[config.mk]
export PLATFORM = sky130hd
export DESIGN_NAME = signed_int_to_decimal_digits_top
export DESIGN_NICKNAME = d
export VERILOG_FILES = /design/src/rtl/core/sidd_pkg.sv /design/src/rtl/core/sidd_dp.sv /design/src/rtl/core/sidd_ctrl.sv /design/src/rtl/core/signed_int_to_decimal_digits_top.sv
export SDC_FILE = /design/constraint.sdc
export NUM_CORES = 1
export LEC_CHECK = 0
export BUFFER_PORTS_ARGS = -buffer_cell sky130_fd_sc_hd__buf_4
export CAP_MARGIN = 20
export CORE_ASPECT_RATIO = 2
export CORE_MARGIN = 10
export CORE_UTILIZATION = 60
export CTS_CLUSTER_DIAMETER = 200
export DETAILED_ROUTE_END_ITERATION = 10
export GPL_TIMING_DRIVEN = 0
export PLACE_DENSITY = 0.78
export SLEW_MARGIN = 20
export SYNTH_ARGS = -nofsm -noshare
export SYNTH_HDL_FRONTEND = slang
export SYNTH_HIERARCHICAL = 1
export SYNTH_SLANG_ARGS = --single-unit
export TNS_END_PERCENT = 30
[constraint.sdc]
create_clock -name clk_i -period 3.35 [get_ports clk_i]
set_input_delay 0.67 -clock clk_i [delete_from_list [all_inputs] [get_ports clk_i]]
set_output_delay 0.67 -clock clk_i [all_outputs]
set_load 0.05 [all_outputs]
[src/rtl/core/sidd_pkg.sv]
`timescale 1ns / 1ps
`default_nettype none
package sidd_pkg;

  localparam int unsigned BinW   = 32;
  localparam int unsigned Digits = 10;
  localparam int unsigned BcdW   = 4 * Digits;
  localparam int unsigned CntW   = $clog2(BinW);
  localparam int unsigned RemW   = $clog2(Digits + 1);

  typedef enum logic [1:0] {
    ST_IDLE,
    ST_CONV,
    ST_SKIP,
    ST_EMIT
  } state_e;

  typedef struct packed {
    logic load;
    logic step;
    logic shift;
  } cmd_t;

  typedef struct packed {
    logic conv_done;
    logic top_zero;
    logic rem_one;
  } status_t;

endpackage
`default_nettype wire

[src/rtl/core/sidd_dp.sv]
`timescale 1ns / 1ps
`default_nettype none
module sidd_dp (
  input  wire logic                                clk_i,
  input  wire logic [sidd_pkg::BinW-1:0]           value_i,
  input  wire sidd_pkg::cmd_t                      cmd_i,
  output sidd_pkg::status_t                        status_o,
  output logic [3:0]                               digit_o
);

  logic [sidd_pkg::BinW-1:0] bin_q, bin_d;
  logic [sidd_pkg::BcdW-1:0] bcd_q, bcd_d;
  logic [sidd_pkg::CntW-1:0] cnt_q, cnt_d;
  logic [sidd_pkg::RemW-1:0] rem_q, rem_d;
  logic [sidd_pkg::BcdW-1:0] bcd_adj;
  logic [sidd_pkg::BinW-1:0] mag;

  // two's complement negate; the most negative value maps to 2^31 unchanged
  assign mag = value_i[sidd_pkg::BinW-1] ? (~value_i + sidd_pkg::BinW'(1)) : value_i;

  // add 3 to every digit of 5 or more before the shift
  always_comb begin
    for (int i = 0; i < sidd_pkg::Digits; i++) begin
      if (bcd_q[4*i +: 4] >= 4'd5) begin
        bcd_adj[4*i +: 4] = bcd_q[4*i +: 4] + 4'd3;
      end else begin
        bcd_adj[4*i +: 4] = bcd_q[4*i +: 4];
      end
    end
  end

  always_comb begin
    bin_d = bin_q;
    bcd_d = bcd_q;
    cnt_d = cnt_q;
    rem_d = rem_q;
    if (cmd_i.load) begin
      bin_d = mag;
      bcd_d = '0;
      cnt_d = '0;
      rem_d = sidd_pkg::RemW'(sidd_pkg::Digits);
    end else if (cmd_i.step) begin
      bcd_d = {bcd_adj[sidd_pkg::BcdW-2:0], bin_q[sidd_pkg::BinW-1]};
      bin_d = {bin_q[sidd_pkg::BinW-2:0], 1'b0};
      cnt_d = cnt_q + sidd_pkg::CntW'(1);
    end else if (cmd_i.shift) begin
      bcd_d = {bcd_q[sidd_pkg::BcdW-5:0], 4'd0};
      rem_d = rem_q - sidd_pkg::RemW'(1);
    end
  end

  always_ff @(posedge clk_i) begin
    bin_q <= bin_d;
    bcd_q <= bcd_d;
    cnt_q <= cnt_d;
    rem_q <= rem_d;
  end

  assign digit_o            = bcd_q[sidd_pkg::BcdW-1 -: 4];
  assign status_o.conv_done = (cnt_q == {sidd_pkg::CntW{1'b1}});
  assign status_o.top_zero  = (digit_o == 4'd0);
  assign status_o.rem_one   = (rem_q == sidd_pkg::RemW'(1));

endmodule
`default_nettype wire

[src/rtl/core/sidd_ctrl.sv]
`timescale 1ns / 1ps
`default_nettype none
module sidd_ctrl (
  input  wire logic                clk_i,
  input  wire logic                rst_ni,
  input  wire logic                in_valid_i,
  output logic                     in_stall_o,
  output logic                     out_valid_o,
  input  wire logic                out_stall_i,
  input  wire sidd_pkg::status_t   status_i,
  output sidd_pkg::cmd_t           cmd_o
);

  sidd_pkg::state_e state_q, state_d;

  always_ff @(posedge clk_i or negedge rst_ni) begin
    if (!rst_ni) begin
      state_q <= sidd_pkg::ST_IDLE;
    end else begin
      state_q <= state_d;
    end
  end

  always_comb begin
    state_d = state_q;
    unique case (state_q)
      sidd_pkg::ST_IDLE: begin
        if (in_valid_i) state_d = sidd_pkg::ST_CONV;
      end
      sidd_pkg::ST_CONV: begin
        if (status_i.conv_done) state_d = sidd_pkg::ST_SKIP;
      end
      sidd_pkg::ST_SKIP: begin
        if (!status_i.top_zero || status_i.rem_one) state_d = sidd_pkg::ST_EMIT;
      end
      sidd_pkg::ST_EMIT: begin
        if (!out_stall_i && status_i.rem_one) state_d = sidd_pkg::ST_IDLE;
      end
      default: state_d = sidd_pkg::ST_IDLE;
    endcase
  end

  always_comb begin
    cmd_o       = '0;
    in_stall_o  = 1'b1;
    out_valid_o = 1'b0;
    unique case (state_q)
      sidd_pkg::ST_IDLE: begin
        in_stall_o = 1'b0;
        cmd_o.load = in_valid_i;
      end
      sidd_pkg::ST_CONV: begin
        cmd_o.step = 1'b1;
      end
      sidd_pkg::ST_SKIP: begin
        // drop leading zeros, keep at least one digit
        cmd_o.shift = status_i.top_zero && !status_i.rem_one;
      end
      sidd_pkg::ST_EMIT: begin
        out_valid_o = 1'b1;
        cmd_o.shift = !out_stall_i && !status_i.rem_one;
      end
      default: begin
        cmd_o = '0;
      end
    endcase
  end

endmodule
`default_nettype wire

[src/rtl/core/signed_int_to_decimal_digits_top.sv]
// a load, then a shift-add-3 step per bit of the 32-bit magnitude, then one shift per
// leading zero dropped plus a step to leave the skip, then the digit items (1 to 10),
// one per handshake while out_stall_i is low; the iterative double-dabble loop takes a
// new input item only after the last digit is out; digits plus dropped zeros always make 10
// reset: asynchronous active-low rst_ni returns the controller to idle, no item pending
`timescale 1ns / 1ps
`default_nettype none
module signed_int_to_decimal_digits_top (
  input  wire logic        clk_i,
  input  wire logic        rst_ni,
  input  wire logic        in_valid_i,
  output logic             in_stall_o,
  input  wire logic signed [31:0] value_i,
  output logic             out_valid_o,
  input  wire logic        out_stall_i,
  output logic [3:0]       digit_o,
  output logic             last_o
);

  sidd_pkg::cmd_t    cmd;
  sidd_pkg::status_t status;

  sidd_ctrl u_ctrl (
    .clk_i       (clk_i),
    .rst_ni      (rst_ni),
    .in_valid_i  (in_valid_i),
    .in_stall_o  (in_stall_o),
    .out_valid_o (out_valid_o),
    .out_stall_i (out_stall_i),
    .status_i    (status),
    .cmd_o       (cmd)
  );

  sidd_dp u_dp (
    .clk_i    (clk_i),
    .value_i  (value_i),
    .cmd_i    (cmd),
    .status_o (status),
    .digit_o  (digit_o)
  );

  assign last_o = status.rem_one;

endmodule
`default_nettype wire
Word level (Yosys, flattened, before mapping)
Cells that the tools add are included.

Bits in registers: 83. Memory bits (writable): 0. Bits in latches: 0. Memories: 0. Bits of input ports: 36. Output and inout bits: 7. Memory bits (read-only): 0.

Multiply operators: 0. Magnitude comparators: 10. Bitwise logic cells: 2. Equality and inequality tests: 9. Shift-type cells: 0. Div/mod/pow operators: 0. Reduce and logical (&&, ||, !) cells: 13. $add $sub $neg: 13. Muxes and demuxes: 25.

Operator list (number): $mux 32 (3); $mux 40 (2); $ge 4x3->1 const B (10); $add 4x2->4 const B (9); $mux 4 (9); $add 32x1->32 const B (1); $not 32->32 (1); $mux 2 (4); $pmux 2 s4 (1); $add 5x1->5 const B (1); $eq 5x5->1 const B (1); $eq 2x2->1 const B (2); $eq 4x1->1 const B (1); $logic_not 4->1 (1); $mux 1 (4); $ne 2x1->1 const B (2); $ne 2x2->1 const B (2); $reduce_and 4->1 (1); $reduce_bool 2->1 (2); $sub 4x1->4 const B (1); $add 3x2->3 const B (1); $logic_and 1x1->1 (3); $logic_not 1->1 (3); $mux 3 (1); 6 further kinds (6).

Longest topological paths before layout
Gate-level depths: netlist of the first run.

Word-level depth: 6. Gate-level depth with buffers: 10.

Hierarchy
The synthesis of the first run kept the hierarchy.

Modules (own cells, without submodules): sidd_dp (cells an instance 567, instances 1, seq. area each 1941.9 um^2, area an instance 4958.5 um^2); sidd_ctrl (cells an instance 23, instances 1, seq. area each 50.0 um^2, area an instance 242.7 um^2).

Worst setup path before layout of the first run
Ideal clock, no wire load.

Path kind: register to register. Start point: register u_dp/rem_q[0] (netlist bit). End point: register u_dp/bcd_q[15] (netlist bit). Path slack: 0.286 ns. Setup time: 0.071 ns. Data arrival time: 2.994 ns. Clock period less this slack: 3.064 ns. Data required time: 3.279 ns. Stages on the path, launching flop included: 9. Path through: dfxtp_1 -> ha_1 -> nor3b_1 -> a211oi_1 -> clkbuf_1 -> clkbuf_1 -> nor2_1 -> o21ai_0 -> a21oi_1.

RTL lines: start: declaration (RTL line sidd_dp.sv:14) `logic [sidd_pkg::RemW-1:0] rem_q, rem_d;`; start signal: assignment (RTL line sidd_dp.sv:56) `rem_q <= rem_d;`; end signal: assignment (RTL line sidd_dp.sv:54) `bcd_q <= bcd_d;`; end: declaration (RTL line sidd_dp.sv:12) `logic [sidd_pkg::BcdW-1:0] bcd_q, bcd_d;`.

==> impl.org, run 1 <==
** Synthesis
- Library cell with the largest summed area after synthesis :: sky130_fd_sc_hd__dfxtp_1
- Summing every instance area after synthesis gives 5200 sq um.
- Of the synthesized area, sequential elements account for roughly two fifths.
- Count of distinct cell types in the synthesized netlist :: 47
- After synthesis, the share of flip-flops with an asynchronous set or reset is 2.41%.
- Main area contributors after synthesis :: sky130_fd_sc_hd__dfxtp_1 (19%), sky130_fd_sc_hd__edfxtp_1 (18%), sky130_fd_sc_hd__a211oi_1 (8.7%)
- Synthesized net count :: around 660
- Counting flops and latches in the post-synthesis netlist gives 83.
- Yosys printed 6 warnings.
- Synthesis handed over a netlist of 590 instances.
- Counting flops with a built-in enable in the synthesized netlist gives 32.
- In the synthesized netlist the dominant register cell turns out to be sky130_fd_sc_hd__dfxtp_1.
- The share of synthesized area in the top cell type comes to 18.9%.
- Post-synthesis average cell area :: about 8.8 sq um

** Clock tree
- Clock-pin slew was measured on the worst setup and hold paths at 0.07 ns.
- The number of gates resized after CTS was 1.
- In this run the post-CTS setup repair buffer count came out at 0.
- The clock passes through at most 2 buffers.
- The tree is rooted in a sky130_fd_sc_hd__clkbuf_16.
- Buffers inserted during clock tree synthesis total 9.
- The clock drives slightly above 80 sinks.
- CTS hold repair buffers :: 0
- The later pin in the worst-skew pair is clocked with a latency of 0.35 ns.
- Htree depth :: 3
- Clock tree from TritonCTS :: yes

** Placed design
- Half-perimeter wire length after detailed placement :: 9.91 mm
- Once placement finished, the instance area stood at 5630 sq um.
- Routability cong. :: 0.880
- In this run the tool buffered the top-level ports with a little over 40 buffer cells.
- Cell Count Post-Placement :: 731

** Die
- Starting utilization of the core area :: 61.0%
- Measured along the x axis, the die boundary spans 85.8 um.
- Total core area :: 8530 sq um
- Height of the die :: 152 um
- After floorplanning, the core was divided into 48 placement rows.
- Pin placement for this block handled 43 I/O pins.
- Die Footprint :: between 10000 and 15000 sq um

** Run status
- The run finished with clean final reports.

** Setup path
- Worst path max stage delay :: 0.45 ns
- The signal on the critical path passes through inv_1 -> ha_1 -> nor3b_1 -> o22ai_1 -> a211oi_4 -> clkbuf_1 -> clkbuf_1 -> nor2_1 -> o21ai_0 -> a21oi_1.
- The endpoint identified for the worst register-to-register timing path is u_dp/bcd_q[7].
- Counting stages on the worst path, the most repeated cell is sky130_fd_sc_hd__clkbuf_1.
- Data on the critical path is required at its endpoint by 3.56 ns.
- Reg2reg start :: u_dp/bcd_q[36]
- The kind of cell with the highest combined delay along the critical path is buffers and inverters.
- Data arrival at the endpoint of the critical path :: approximately 3.3 ns
- STA classifies the critical path endpoint as a flop.
- The worst setup path is of the reg2reg kind.
- The setup check on the worst reg-to-reg path leaves a slack of 0.24 ns.
- Number of cells traversed by the worst register-to-register path :: 10
- Counting both buffers and inverters, the worst setup path holds a total of 3.
- STA classifies the critical path startpoint as a flop.
- Beginning of the critical path :: u_dp/bcd_q[36]
- Along the worst path, the maximum fanout reaches 10.
- For this design, the slowest cell found on the critical path is sky130_fd_sc_hd__clkbuf_1.

** Global routing
- The first global-routing pass estimated 22.0 mm of wire.
- The number of antenna violations at the first check in global routing is 0.
- Global routing consumed, over all layers together, 20.6% of the routing resources.
- Vias in the first global route :: between 4k and 5k
- Total congestion overflow after global routing :: 0
- Pin count of the biggest net entering global routing :: 33

** STA
- Final count of hold timing violations :: 0
- Max-slew headroom at the worst pin :: 50.9%
- Timing would allow up to 0.321 GHz.
- Tmin final :: 3.11 ns
- Actual transition at the worst max-transition pin :: 0.736 ns
- Setup Skew :: 0.00573 ns
- Final Setup Violations :: 0
- Final Max Slew Viols :: 0
- Setup repair after global routing left no endpoint under its margin.
- Post-route worst hold slack :: 0.0876 ns
- The worst path uses 92.9% of the clock period.

** Final layout
- The post-route netlist has 11.4% of its cells at a drive strength greater than 1.
- Non-filler instance count after layout :: 747
- Most frequent standard cell in the layout excluding fill and tap cells :: sky130_fd_sc_hd__nor2_1
- The library cells used most frequently in the layout, excluding fill and tap cells, are sky130_fd_sc_hd__nor2_1 (81), sky130_fd_sc_hd__a21oi_1 (64), sky130_fd_sc_hd__a211oi_1 (59).
- Total number of nets in the final design :: 709
- The number of antenna diodes in the final layout is 0.
- Synthesis-to-finish area growth :: 14.2%
- Final cell area excluding filler cells :: 5940 sq um
- For this run, the share of the core covered by cells in the final layout is 69.6%.
- After filler insertion, the fill cell instance count of the layout stands at a little under 700.

** Drt
- In this run the remaining antenna-violating nets after routing total 0.
- Routed wire length :: 13.1 mm
- Routed wire length on met3 :: roughly 450 um
- Routed len/inst :: roughly 18 um
- Wire length on met1 :: 4.87 mm
- DRT iter0 DRCs :: between 200 and 250
- After detailed routing, the number of vias per cell comes to about 6.2.
- In the routed design, unresolved DRC markers number 0.
- For this block, the via count after detailed routing is 4623.
- For this run, the detailed router's first-pass iteration total came to 6.
- After detailed routing, the met2 layer carries ~7.4 mm of wire.
- Highest Signal Layer :: met4

** Run
- MaxCap Viol Count :: 0

** Power
- Total power of the final layout :: 0.00631 W
- Static leakage :: between 2 and 2.5 nW
- For this design the ratio of total power to cell area is 1060 nW/um^2.
- Across the VDD grid, the largest voltage drop is 0.547 mV.

** Min path
- Path category of the worst min-delay check :: in2async
## how the worst max path moves through the flow
stage	slack [ns]	endpoint	cells after the start
3_3_place_gp	0.004	u_dp/bcd_q[7]	10
6_report	0.24	u_dp/bcd_q[7]	10
4_1_cts	0.20	u_dp/bcd_q[7]	10
3_5_place_dp	-0.09	u_dp/bcd_q[7]	10
5_1_grt	0.01	u_dp/bcd_q[7]	10
2_1_floorplan	0.29	u_dp/bcd_q[15]	8
## state kept, by name (all words and copies together), names as in the netlist
signal and cells:
u_dp/cnt_q 5, u_dp/rem_q 4, u_ctrl/state_q 2, u_dp/bcd_q 40
u_dp/bin_q 32
## layer usage
layer | track usage [%] | vias up
li1 | - | 2235
met1 | 20.8 | 2206
met2 | 38.8 | 154
met3 | 3.16 | 28
met4 | 11.4 | 0
met5 | 0 | -
## cells in the mapped netlist (all sizes together), types with 13 or more instances
library cell  instances
a211oi               60
edfxtp               32
nor3b                15
nor2                 81
a21oi                64
xor2                 28
nand2b               13
xnor2                18
clkbuf               33
dfxtp                49
inv                  30
ha                   31
nor2b                18
o21ai                19
nand2                21
## logic make-up (layout without fill, tap and decap cells)
family | count (synthesis) | after routing | share of synthesized area, %
muxes | 5 | 5 | 0.986
and+or+nand+nor | 180 | 180 | 17.6
xor gates and xnor gates | 46 | 46 | 7.75
DFF | 83 | 83 | 38.3
adders and majority gates | 31 | 31 | 7.46
buffers and inverters | 67 | 124 | 5.12
AOI/OAI and AO/OA | 178 | 178 | 22.8
## worst reg2reg max path, delay by kind of cell, from the launching register on
family	cells	cell delay [ns]
DFF	1	0.32
buffers and inverters	3	1.00
adders and majority gates	1	0.25
AOI/OAI and AO/OA	4	0.97
and+or+nand+nor	2	0.45
## final cells by class
class / count / area (sq um) / area share, %
multi-input cells: 440 / 2960 / 49.8
flip-flops and latches: 83 / 1990 / 33.5
repair buffers: 41 / 308 / 5.18
clock buffers: 9 / 225 / 3.79
plain buffers: 37 / 155 / 2.61
well taps: 100 / 125 / 2.11
inverters: 30 / 113 / 1.90
clock inverters: 7 / 65.1 / 1.10
## through the flow
| step | TNS [ns] | setup slack (ns) |
|---|---|---|
| floorplan | 0 | 0.286 |
| global placement | 0 | 0.00371 |
| detailed placement | -0.712 | -0.0939 |
| CTS | 0 | 0.195 |
| global route | 0 | 0.0138 |
| finish | 0 | 0.239 |
## report_power, final
part / leakage [nW] / internal [W] / switching (W) / total, W
Combinational: 1.39 / 0.00128 / 0.00192 / 0.00320
Clock: 0.141 / 0.000523 / 0.000450 / 0.000973
Sequential: 0.737 / 0.00171 / 0.000422 / 0.00213
(Power assumes the default switching activity.)
==> inputs of run 2 (changes only) <==
CORE_ASPECT_RATIO = 1.75   (was 2)
GPL_TIMING_DRIVEN = 1   (was 0)
==> impl.org, run 2 (synthesis results as in run 1) <==
** Power
- The reported leakage power came to 2.25 nW (was 2.27 nW).
- The worst IR drop on VDD was 0.477 mV (was 0.547 mV).
- Power Dens Cells :: 1060 nW/um^2 (about the same)

** STA
- Tmin final :: 2.70 ns (was 3.11 ns)
- Unrepaired setup endpoints after global routing :: no (unchanged)
- Max-slew headroom at the worst pin :: 51.9% (was 50.9%)
- The maximum clock frequency came to 0.370 GHz (was 0.321 GHz).
- Final Max Slew Viols :: 0 (unchanged)
- The final hold violation count came to 0 (unchanged).
- Setup Skew :: 0.00486 ns (was 0.00573 ns)
- Sum Neg Setup Slack :: 0 ns (unchanged)
- The transition time of the tightest slew-check pin came to 0.721 ns (was 0.736 ns).
- The final clock period utilization by the worst path was 80.7% (was 92.9%).
- The setup-violating endpoint count in the final report is 0 (unchanged).

** Clock tree
- Cell at the root of the clock tree :: sky130_fd_sc_hd__clkbuf_16 (unchanged)
- Post-CTS setup-driven buffer insertion count :: 0 (unchanged)
- Htree depth :: 3 (unchanged)
- The post-cts repair resize count was 0 (was 1).
- TritonCTS buffer count :: 9 (unchanged)
- CTS Buffer Depth :: 2 (unchanged)
- Clock-pin slew on the worst setup and hold paths :: 0.06 ns (was 0.07 ns)
- The TritonCTS clock tree is yes (unchanged).
- The total number of clock tree sinks is 83 (unchanged).
- The clock latency reported for the late side of the worst-skew pair was 0.34 ns (was 0.35 ns).
- The number of hold-repair buffers added at the cts stage is 0 (unchanged).

** Placed design
- Count of buffers inserted at the top-level ports :: 42 (was 41)
- The placer's final routability congestion estimate is 0.856 (was 0.880).
- The HPWL after detailed placement came to 7.91 mm (was 9.91 mm).

** Setup path
- Kind of launch point of the worst setup path :: flop (unchanged)
- The reg-to-reg setup timing slack is 0.65 ns (was 0.24 ns).
- The data arrival time of the worst path was 2.91 ns (was 3.32 ns).
- Worst EP required :: 3.56 ns (about the same)
- The number of cells on the worst reg-to-reg path came to 10 (unchanged).
- Maximum fanout encountered on the critical timing path :: 69 (was 10)
- The type of the worst setup path is reg2reg (unchanged).
- The type of destination of the critical path is a flop (unchanged).
- The critical register-to-register path endpoint is u_dp/bcd_q[4] (was u_dp/bcd_q[7]).
- The startpoint of the worst register-to-register path is u_dp/bcd_q[36] (unchanged).

** Final layout
- The growth of design area from synthesis to finish came to 13.0% (was 14.2%).
- The number of flip-flops in the largest register came to 40 (unchanged).
- The count of antenna diodes in the layout was 0 (unchanged).
- Layout Utilization :: 70.2% (was 69.6%)
- The multi-input combinational cell area is 2960 sq um (about the same).
- Most frequent standard cell in the layout excluding fill and tap cells :: sky130_fd_sc_hd__nor2_1 (unchanged)
- Leading cell types in the layout, fill and taps excluded: sky130_fd_sc_hd__nor2_1 (81), sky130_fd_sc_hd__a21oi_1 (64), sky130_fd_sc_hd__a211oi_1 (59) (unchanged).
- Fill count :: 682 (was 695)
- Largest registers :: u_dp/bcd_q: 40 flops, u_dp/bin_q: 32 flops, u_dp/cnt_q: 5 flops (unchanged)
- Register area :: 1990 sq um (unchanged)
- Total number of nets in the final design :: 676 (was 709)
- Reg with most FFs :: u_dp/bcd_q (unchanged)
- The layout cell share with drive strength beyond 1 was 11.9% (was 11.4%).

** Die
- The count of standard-cell rows came to 44 (was 48).
- Height of the die :: 143 um (was 152 um)
- # IOs :: 43 (unchanged)
- Die span in x :: 90.4 um (was 85.8 um)
- Starting utilization of the core area :: 62.2% (was 61.0%)
- The area enclosed by the die boundary was 12900 sq um (was 13000 sq um).
- The total core area was 8370 sq um (was 8530 sq um).

** Global routing
- The maximum number of pins on one net before global-route repair came to 70 (was 33).
- Total congestion overflow after global routing :: 0 (unchanged)
- The first-pass GRT wire length came to 19.3 mm (was 22.0 mm).
- The number of antenna violations at the first check in global routing came to 0 (unchanged).
- The via count of the first global-routing pass was 4332 (was 4811).
- The combined global-route utilization of all metal layers came to 17.6% (was 20.6%).

** Drt
- Post-detailed-route via-to-cell ratio :: 5.87 (was 6.19)
- The first-pass iteration count of the detailed router was 4 (was 6).
- DRT iter0 DRCs :: 249 (was 227)
- Vias post-DR :: 4282 (was 4623)
- Routed len/inst :: 15.3 um (was 17.5 um)
- Number of design rule violations left after detail routing :: 0 (unchanged)
- The total routed wirelength came to 11.1 mm (was 13.1 mm).
- The remaining number of nets flagged by the antenna check after routing came to 0 (unchanged).

** Run status
- Outcome: finished clean (unchanged).

** Run
- The number of violations of the max-capacitance limit came to 0 (unchanged).

** Min path
- Path category of the worst min-delay check :: in2async (unchanged)
-- run 2: cell types whose count changed in the layout (fill, tap and decap cells not counted), moves of 2 or more --
cell                        before  now
sky130_fd_sc_hd__bufinv_16       0    2
sky130_fd_sc_hd__inv_8           2    0
sky130_fd_sc_hd__inv_6           4    0
sky130_fd_sc_hd__clkbuf_1       32    1
-- run 2: report_power, final --
| part | internal (W) | total (W) | switching (W) |
|---|---|---|---|
| Combinational | 0.00124 | 0.00303 | 0.00179 |
| Clock | 0.000669 | 0.00106 | 0.000386 |
| Sequential | 0.00171 | 0.00212 | 0.000405 |
| Total | 0.00363 | 0.00620 | 0.00258 |
-- run 2: layer usage --
metal	wire, um	global-route usage (%)
met2	6010	32.2
met4	352	9.18
met5	0	0
met3	332	3.15
met1	4440	18.8
-- run 2: worst max-delay path by stage --
stage	start	to	slack, ns	cells past startpoint
after floorplan	u_dp/rem_q[0]	u_dp/bcd_q[15]	0.29	8
after global placement	value_i[1]	u_dp/bin_q[25]	0.61	6
after detailed placement	value_i[1]	u_dp/bin_q[25]	0.49	6
after CTS	u_dp/bcd_q[36]	u_dp/bcd_q[4]	0.65	10
after global routing	u_dp/bcd_q[36]	u_dp/bcd_q[15]	0.46	9
final	u_dp/bcd_q[36]	u_dp/bcd_q[4]	0.65	10
-- run 2: area by class of cell --
| type | count | area share, % |
|---|---|---|
| flip-flops and latches | 83 | 33.9 |
| inverters | 30 | 1.92 |
| clock buffers | 11 | 4.13 |
| multi-input cells | 440 | 50.4 |
| repair buffers | 45 | 5.96 |
| well taps | 115 | 2.45 |
| clock inverters | 5 | 1.30 |
-- run 2: critical path, stage by stage, from the launching register on --
cell	delay [ns]
sky130_fd_sc_hd__dfxtp_1	0.32
sky130_fd_sc_hd__inv_1	0.11
sky130_fd_sc_hd__ha_1	0.22
sky130_fd_sc_hd__nor3b_1	0.58
sky130_fd_sc_hd__o22ai_1	0.22
sky130_fd_sc_hd__a211oi_4	0.31
sky130_fd_sc_hd__buf_12	0.30
sky130_fd_sc_hd__mux2i_1	0.22
sky130_fd_sc_hd__nor2_1	0.05
sky130_fd_sc_hd__a31oi_1	0.15
sky130_fd_sc_hd__nor2_1	0.05
-- run 2: through the flow --
stage	cell area, sq um	std cells	hold WS [ns]	total power [W]	setup WS, ns
2_1_floorplan	5200	590	0.374	0.00447	0.286
3_3_place_gp	5560	713	0.452	0.00500	0.614
3_5_place_dp	5560	713	0.454	0.00514	0.493
4_1_cts	5880	729	0.0886	0.00624	0.647
5_1_grt	5880	729	0.0888	0.00674	0.465
6_report	5880	729	0.0985	0.00620	0.647
